==> config.mk <==
export PLATFORM = sky130hd
export DESIGN_NAME = smx_ram
export DESIGN_NICKNAME = d
export VERILOG_FILES = /design/src/rtl/smx_ram.sv
export SDC_FILE = /design/constraint.sdc
export NUM_CORES = 2
export LEC_CHECK = 0
export BUFFER_PORTS_ARGS = -buffer_cell sky130_fd_sc_hd__buf_2
export CORE_AREA = 2 2 537 539
export CTS_CLUSTER_DIAMETER = 40
export CTS_CLUSTER_SIZE = 30
export DETAILED_ROUTE_END_ITERATION = 12
export DIE_AREA = 0 0 539 541
export PLACE_DENSITY = 0.76
export SYNTH_ARGS = -nofsm -noshare
export SYNTH_HDL_FRONTEND = slang
export SYNTH_SLANG_ARGS = --single-unit
==> constraint.sdc <==
create_clock -name clk -period 3.36 [get_ports clk]
set_input_delay 0.168 -clock clk [delete_from_list [all_inputs] [get_ports clk]]
set_output_delay 0.168 -clock clk [all_outputs]
set_load 0.02 [all_outputs]
==> src/rtl/smx_ram.sv <==
module smx_ram #(
	parameter int unsigned WIDTH = 32,
	parameter int unsigned DEPTH = 128
) (
	input  logic                     clk,
	input  logic                     we,
	input  logic [$clog2(DEPTH)-1:0] waddr,
	input  logic [WIDTH-1:0]         wdata,
	input  logic [$clog2(DEPTH)-1:0] raddr,
	output logic [WIDTH-1:0]         rdata
);

	logic [WIDTH-1:0] mem [DEPTH];

	always_ff @(posedge clk) begin
		if (we) begin
			mem[waddr] <= wdata;
		end
		rdata <= mem[raddr];
	end

endmodule

==> metrics.txt <==
area fraction of the dominant cell type after synthesis=0.787; number of synthesized flops with an enable pin=4096; Ports=80; Worst EP arrival=3.61 ns; Initial Util=0.546; CTS tree=built; YS warnings=0; Hold Path Depth=4; largest net degree at the start of global routing=129; total global routing overflow=0; Mean Syn Cell Area=26.1 sq um; critical path class=reg -> reg; Final Max Slew Viols=0; DP HPWL=231 mm; nets@finish=6689; row count=197; clk_lat worst skew=0.95 ns; DR vias=76900; RePlAce Congestion=0.823; final setup fails=0; # DRC=0; Die Ht=541 microns; VDD IR max=0.543 mV; per-cell routed wire length=42.0 microns; Netlist cell types=17; MaxCap Viol Count=0; Root Driver=clkbuf_16; min-delay src=waddr[2]; Worst Hold Path EP=mem[66][5]; slew margin rel.=0.0481; Post-CTS Setup Inserts=0; Mapped Area=156000 sq um; clk_skew=0.0629 ns; reg2reg start=mem[68][20]; DRT iter0 DRCs=14200; Die W=539 microns; number of global-route vias before repair=77500; capture point of the worst reg-to-reg path=rdata[20]; first-pass GRT wire length=622 mm; gr usage total=0.309; area leader, netlist=edfxtp_1; Final TNS setup=0 ns; initial antenna violation count=69; Reg2Reg Depth=4; TritonCTS buffer count=445; leakage=56.5 nW; Port Buffer Count=79; placed cells=9941; Seq cells post-synth=4128; CP required=4.16 ns; total die area=292000 sq um; sequential fraction of the synthesis area=0.791; Core Region=286000 sq um; Fill cells=17100; crit end category=register; unrepaired setup endpoints after global routing=no; final non-filler cell total=10800; syn nets=6038; Hold Crit Class=in -> reg; Hold Violations, Final=0; vias per cell=7.09; Area contributors post-synth=edfxtp_1 (79%), mux4_2 (19%), clkbuf_1 (0.44%), dfxtp_1 (0.41%), nor2_1 (0.29%); CTS Sinks=4128; Routed Antenna Nets=0; clock slew at reported path FFs=0.07 ns; Final Cycle Share=0.835; f_max=0.356 GHz; instance count of the mapped netlist=5990; Slew @ Worst Pin=1.43 ns; R2R Setup Slk=0.55 ns; router iterations before antenna repair=6; Pwr Density=627 nW/um^2; layout cells sized above 1=0.396; post-layout min period=2.81 ns; Layout area overhead=16.5%; Clock Path Buffers=4; async set or reset register ratio after synthesis=0; DRT Wirelength=455 mm; CP Launch Type=register; H-tree depth=5; outcome=complete, no violations; ys flop type=edfxtp_1; worst-path fanout max=3
## logic make-up after synthesis
family        after synthesis  share of synthesized area
mux                      1376                      0.196
flops                    4128                      0.791
buf+inv                   316                    0.00839
simple gates              170                    0.00446
## area by class of cell
| class | instances | area [sq um] | area share |
|---|---|---|---|
| clock inverters | 352 | 4050 | 0.0222 |
| flip-flops and latches | 4128 | 124000 | 0.679 |
| diodes | 45 | 113 | 0.000618 |
| well taps | 3781 | 4730 | 0.0260 |
| repair buffers | 520 | 5920 | 0.0325 |
| clock buffers | 475 | 11400 | 0.0624 |
| multi-input cells | 1546 | 32300 | 0.177 |
## where the power goes
part	internal, W	switching (W)	leakage (nW)
clock network	0.0282	0.0229	7.43
registers	0.0568	0.000239	37.1
logic	0.00232	0.00375	12.0
## cells in the final DEF (no fill, tap or decap), types with 33 or more instances in the layout
cell,instances
edfxtp_1,4096
mux4_2,1344
clkbuf_16,449
buf_4,283
buf_12,159
nor2_4,119
inv_6,81
inv_8,46
diode_2,45
clkinvlp_4,43
clkinv_4,43
buf_2,40
clkinv_8,39
clkinv_2,37
bufinv_16,33
dlygate4sd3_1,33
## cell usage after synthesis (3+ instances only)
cell type     n
edfxtp_1   4096
mux4_2     1344
clkbuf_1    182
nor2_1      122
buf_2        79
buf_1        50
dfxtp_1      32
mux2_2       32
nand2_1      14
nand3_1      12
nor3_1        9
nor2b_1       7
buf_4         3
nand4_1       3
## how the worst max path moves through the flow
stage / startpoint / depth (start not counted) / end / slack, ns
5_1_grt: mem[69][20] / 4 / rdata[20] / 0.57
6_report: mem[68][20] / 4 / rdata[20] / 0.55
4_1_cts: mem[69][30] / 4 / rdata[30] / 0.63
2_1_floorplan: we / 3 / mem[98][0] / -0.05
3_5_place_dp: raddr[0] / 8 / rdata[30] / -0.09
3_3_place_gp: raddr[0] / 8 / rdata[20] / -0.06
## flip-flops by register name, indices dropped and copies added (netlist names)
signal,count
rdata,32
mem,4096
## worst max-delay path: stages, from the launching register on
cell and delay, ns:
edfxtp_1 0.39, mux4_2 0.51, mux4_2 0.66, mux4_2 0.76, mux2_2 0.36
## metal layers
| layer | routed length (microns) | track usage | share of wire |
|---|---|---|---|
| met5 | 258 | 0 | 0.00057 |
| met4 | 28400 | 0.169 | 0.062 |
| met3 | 62600 | 0.0765 | 0.14 |
| met2 | 219000 | 0.489 | 0.48 |
| met1 | 145000 | 0.399 | 0.32 |
## per-stage QoR
step	hold slack, ns	utilization	total power (W)	instance area (sq um)	setup WS (ns)
after floorplan	0.267	-	0.0609	156000	-0.0466
after global placement	0.621	0.580	0.0638	166000	-0.0640
after detailed placement	0.617	0.580	0.0639	166000	-0.0856
after CTS	0.00284	0.635	0.114	182000	0.635
after global routing	0.0412	0.636	0.116	182000	0.574
final	0.0634	0.636	0.114	182000	0.553
## timing repair
item,4_1_cts,5_1_grt
hold buffers,32,1
hold endpoints to repair,1677,48
resized for setup,0,0
Power figures use the tool's default switching activity.
