--- config.mk ---
export PLATFORM = sky130hd
export DESIGN_NAME = smx_div
export DESIGN_NICKNAME = d
export VERILOG_FILES = /design/src/rtl/smx_pkg.sv /design/src/rtl/smx_div.sv
export SDC_FILE = /design/constraint.sdc
export NUM_CORES = 1
export LEC_CHECK = 0
export BUFFER_PORTS_ARGS = -buffer_cell sky130_fd_sc_hd__buf_4
export CORE_ASPECT_RATIO = 0.75
export CORE_MARGIN = 2
export CORE_UTILIZATION = 63
export CTS_CLUSTER_DIAMETER = 150
export DETAILED_ROUTE_END_ITERATION = 12
export PLACE_DENSITY = 0.88
export SLEW_MARGIN = 20
export SYNTH_ARGS = -nofsm -noshare
export SYNTH_HDL_FRONTEND = slang
export SYNTH_SLANG_ARGS = --single-unit
--- constraint.sdc ---
create_clock -name clk -period 9.4 [get_ports clk]
set_input_delay 0.47 -clock clk [delete_from_list [all_inputs] [get_ports clk]]
set_output_delay 0.47 -clock clk [all_outputs]
set_load 0.005 [all_outputs]
--- src/rtl/smx_pkg.sv ---
package smx_pkg;

	localparam int unsigned DATA_W = 32;

	// opcodes
	localparam logic [3:0] OP_PUSH = 4'd0;
	localparam logic [3:0] OP_ADD  = 4'd1;
	localparam logic [3:0] OP_SUB  = 4'd2;
	localparam logic [3:0] OP_MUL  = 4'd3;
	localparam logic [3:0] OP_DIV  = 4'd4;
	localparam logic [3:0] OP_DUP  = 4'd5;
	localparam logic [3:0] OP_SWAP = 4'd6;
	localparam logic [3:0] OP_MOD  = 4'd7;
	localparam logic [3:0] OP_NEG  = 4'd8;
	localparam logic [3:0] OP_ABS  = 4'd9;
	localparam logic [3:0] OP_POP  = 4'd10;
	localparam logic [3:0] OP_HALT = 4'd11;

	// status codes
	localparam logic [2:0] ST_OK    = 3'd0;
	localparam logic [2:0] ST_HALT  = 3'd1;
	localparam logic [2:0] ST_OVER  = 3'd2;
	localparam logic [2:0] ST_UNDER = 3'd3;
	localparam logic [2:0] ST_DIVZ  = 3'd4;
	localparam logic [2:0] ST_BADOP = 3'd5;
	localparam logic [2:0] ST_IDLE  = 3'd6;

	typedef struct packed {
		logic              start;
		logic [DATA_W-1:0] dividend;
		logic [DATA_W-1:0] divisor;
	} div_req_t;

	typedef struct packed {
		logic              done;
		logic [DATA_W-1:0] quot;
		logic [DATA_W-1:0] rem;
	} div_rsp_t;

	function automatic logic [1:0] need_ops(input logic [3:0] op);
		case (op)
			OP_ADD, OP_SUB, OP_MUL, OP_DIV, OP_SWAP, OP_MOD: need_ops = 2'd2;
			OP_DUP, OP_NEG, OP_ABS, OP_POP:                  need_ops = 2'd1;
			default:                                         need_ops = 2'd0;
		endcase
	endfunction

endpackage

--- src/rtl/smx_div.sv ---
module smx_div (
	input  logic              clk,
	input  logic              arst_n,
	input  smx_pkg::div_req_t req,
	output smx_pkg::div_rsp_t rsp
);
	import smx_pkg::*;

	logic                busy_q;
	logic                done_q;
	logic [4:0]          step_q;
	logic [DATA_W-1:0]   rem_q;
	logic [DATA_W-1:0]   quo_q;
	logic [DATA_W-1:0]   dvs_q;
	logic                negq_q;
	logic                negr_q;
	logic [DATA_W:0]     shifted;
	logic [DATA_W:0]     diff;
	logic [DATA_W-1:0]   a_mag;
	logic [DATA_W-1:0]   b_mag;

	assign a_mag   = req.dividend[DATA_W-1] ? (~req.dividend + 1'b1) : req.dividend;
	assign b_mag   = req.divisor[DATA_W-1] ? (~req.divisor + 1'b1) : req.divisor;
	assign shifted = {rem_q, quo_q[DATA_W-1]};
	assign diff    = shifted - {1'b0, dvs_q};

	always_ff @(posedge clk or negedge arst_n) begin
		if (!arst_n) begin
			busy_q <= 1'b0;
			done_q <= 1'b0;
			step_q <= '0;
		end else begin
			done_q <= 1'b0;
			if (req.start) begin
				busy_q <= 1'b1;
				step_q <= '0;
			end else if (busy_q) begin
				step_q <= step_q + 5'd1;
				if (step_q == 5'd31) begin
					busy_q <= 1'b0;
					done_q <= 1'b1;
				end
			end
		end
	end

	// one quotient bit per cycle, unsigned magnitudes
	always_ff @(posedge clk) begin
		if (req.start) begin
			rem_q  <= '0;
			quo_q  <= a_mag;
			dvs_q  <= b_mag;
			negq_q <= req.dividend[DATA_W-1] ^ req.divisor[DATA_W-1];
			negr_q <= req.dividend[DATA_W-1];
		end else if (busy_q) begin
			if (!diff[DATA_W]) begin
				rem_q <= diff[DATA_W-1:0];
				quo_q <= {quo_q[DATA_W-2:0], 1'b1};
			end else begin
				rem_q <= shifted[DATA_W-1:0];
				quo_q <= {quo_q[DATA_W-2:0], 1'b0};
			end
		end
	end

	assign rsp.done = done_q;
	assign rsp.quot = negq_q ? (~quo_q + 1'b1) : quo_q;
	assign rsp.rem  = negr_q ? (~rem_q + 1'b1) : rem_q;

endmodule

==> flow_metrics.tcl <==
set metrics [dict create \
    h-tree-depth 3 \
    setup_violations 0 \
    num_vias 7433 \
    wl_per_cell_um 16.5 \
    yosysWarnings 0 \
    worstReg2RegEnd "rem_q[9]" \
    synth_fp_nets 1039 \
    path_depth 12 \
    worstHoldStart "req[0]" \
    post-route-period-util_pct 42.5 \
    cpPeakStageDelay_ns 0.58 \
    worst_slew_pin_slew_ns 1.04 \
    cp_common_cell "nand2_1" \
    power.leakage_nw 3.97 \
    cts.sinks 105 \
    grt_usage_pct 28.7 \
    drt_iter0_drc 756 \
    cp_cell_sequence "inv_1 -> ha_1 -> nand2_1 -> or3_1 -> or2_2 -> nand2b_1 -> or4_1 -> nor3_1 -> nand2_1 -> o31ai_1 -> xnor2_1 -> buf_4" \
    numCtsBuffers 9 \
    ios 132 \
    yosysSeqAreaShare_pct 34.0 \
    required_ns 8.93 \
    fin_hold_ws_ns 0.363 \
    hold_violations 0 \
    rrSetupSlack_ns 5.51 \
    async_reset_ff_share_pct 6.67 \
    rows 36 \
    syn_to_final_growth_pct 16.9 \
    synth_edf_count 66 \
    max_freq_mhz 250 \
    hold_end "dvs_q[0]" \
    clkSlewWorstSetupHoldPaths_ns 0.07 \
    critPathSlowestCell "or4_1" \
    maxCapViolations 0 \
    first_pass_iters 5 \
    final_area_mm2 0.00963 \
    synthCells 933 \
    viasPerCell 6.12 \
    synth_ff_type "edfxtp_1" \
    grt_pass1_wl_um 32200 \
    portBuffers 131 \
    critPathArrivalTime_ns 3.52 \
    clk_latency_ns 0.35 \
    cp_top_family "simple AND/OR/NAND/NOR gates" \
    die_w_um 136 \
    reg2reg_depth 15 \
    cts.path.max_buffers 2 \
    critPathMaxFanout 7 \
    critPathBufInv 2 \
    place_inst 1197 \
    fin_cells 1214 \
    cp-end-kind "output port" \
    antenna_found_initial 0 \
    wirelength_um 20000 \
    place_congestion 0.897 \
    root_buffer "clkbuf_16" \
    die_area_mm2 0.0140 \
    hp-class "in -> reg" \
    synth_seq_cells 105 \
    ant_nets 0 \
    power_density_mw_per_mm2 198 \
    drc 0 \
    core_area_mm2 0.0129 \
    overflow 0 \
    synth_area_per_cell_um2 8.83 \
    slew_headroom_pct 30.5 \
    tns_ns 0 \
    min_period_ns 3.99 \
    dpl-instance-area_mm2 0.00930 \
    clock_skew_ns 0.00890 \
    yosysUniqueCellTypes 68 \
    place_hpwl_um 14800 \
    layout.nets 1144 \
    power_mw 1.91 \
    cts_resized 0 \
    grt_pass1_vias 6678 \
    cts_tree "yes" \
    synth_area_mm2 0.00824 \
    slew_violations 0 \
    rsz0062_at_grt "false" \
    drive_gt1_share_pct 16.8 \
    start_util_pct 63.9 \
    status "complete, no violations" \
    start_kind "flip-flop" \
    insertedDiodeCount 0 \
    worst-setup-path-type "reg -> out" \
    ir_drop_uv 148 \
    die_y_um 103 \
    r2r-start "quo_q[31]" \
    grt_max_degree 93 \
    hold_depth 1 \
]
==> flip-flops by register name, indices dropped and copies added (netlist names) <==
register	count
negr_q	1
negq_q	1
dvs_q	32
rem_q	32
busy_q	1
quo_q	32
step_q	5
done_q	1
==> repair_timing <==
item,4_1_cts,5_1_grt
hold buffers,1,0
endpoints found under the hold margin,7,0
buffers inserted,0,0
==> how the worst max path moves through the flow <==
stage,start,endpoint,slack (ns)
after global routing,quo_q[31],rem_q[9],5.16
after CTS,quo_q[0],rsp[60],5.42
after floorplan,quo_q[17],rsp[61],6.11
after global placement,quo_q[31],rem_q[21],5.76
after detailed placement,quo_q[31],rem_q[9],5.64
final,quo_q[0],rsp[60],5.41
==> synthesized netlist by cell type, drive strengths merged (13+ instances only) <==
cell type,count,area [um2]
a211oi,21,158
a21o,13,97.6
a21oi,58,290
clkbuf,34,128
dfxtp,32,641
edfxtp,66,1980
ha,38,475
inv,49,184
mux2i,29,290
nand2,82,308
nor2,84,315
o21ai,63,315
o31ai,30,230
o41ai,20,190
or3,17,111
or4,16,135
xnor2,108,946
xor2,43,377
==> layer usage <==
layer	part of all wire, %	vias to the layer above	routed length, um	GRT usage, %
met1	45	3543	9010	40.5
li1	-	3583	-	-
met2	47	278	9440	47.0
met3	6.1	29	1220	3.93
met4	1.6	0	310	7.29
met5	0	-	0	0
==> layout by cell type (no fill, tap or decap), drive strengths merged, types with 4 or more instances in the layout <==
cell type,instances
buf,137
xnor2,108
nor2,84
nand2,82
edfxtp,66
o21ai,63
a21oi,58
inv,50
xor2,43
ha,38
dfxtp,32
o31ai,30
mux2i,29
a211oi,21
o41ai,20
or3,17
or4,16
a21o,13
nor4,9
nand3,9
clkbuf,9
nand2b,8
nand4,8
or2,8
nor2b,7
nor3,7
dfrtp,7
o21bai,5
o21a,4
and3,4
==> where the power goes <==
group	internal [mW]	switching (mW)
sequential	0.549	0.0686
clock	0.234	0.177
combinational	0.446	0.437
total	1.23	0.682
==> metrics by stage <==
step	utilization [%]	setup WS (ns)
2_1_floorplan	-	6.11
3_3_place_gp	72.2	5.76
3_5_place_dp	72.2	5.64
4_1_cts	74.8	5.42
5_1_grt	74.8	5.16
6_report	74.8	5.41
==> area by class of cell <==
class	instances	area, um2
Sequential cell	105	2800
Inverter	49	184
Multi-Input combinational cell	735	5080
Fill cell	949	3250
Timing Repair Buffer	138	1040
Clock inverter	7	93.8
Clock buffer	9	225
Tap cell	171	214
==> worst reg2reg max path: stages, from the launching register on <==
cell and delay, ns:
edfxtp_1 0.38, inv_1 0.07, ha_1 0.23, fa_1 0.42, nor2b_1 0.15, o21a_1 0.13
o21ai_1 0.08, a21oi_1 0.30, a41oi_2 0.22, o21bai_2 0.29, a31o_2 0.27, a311oi_4 0.16
xnor2_2 0.15, buf_4 0.46, mux2i_1 0.17, a211oi_1 0.31
==> cell families after synthesis <==
| logic type | share of synthesized area [%] |
|---|---|
| and+or+nand+nor | 16.6 |
| AOI/OAI and AO/OA | 19.4 |
| xor gates and xnor gates | 16.1 |
| DFF | 34.0 |
| buffers and inverters | 4.48 |
| adders and majority gates | 6.02 |
| muxes | 3.52 |
No activity file was read; power rests on OpenSTA's default activity.
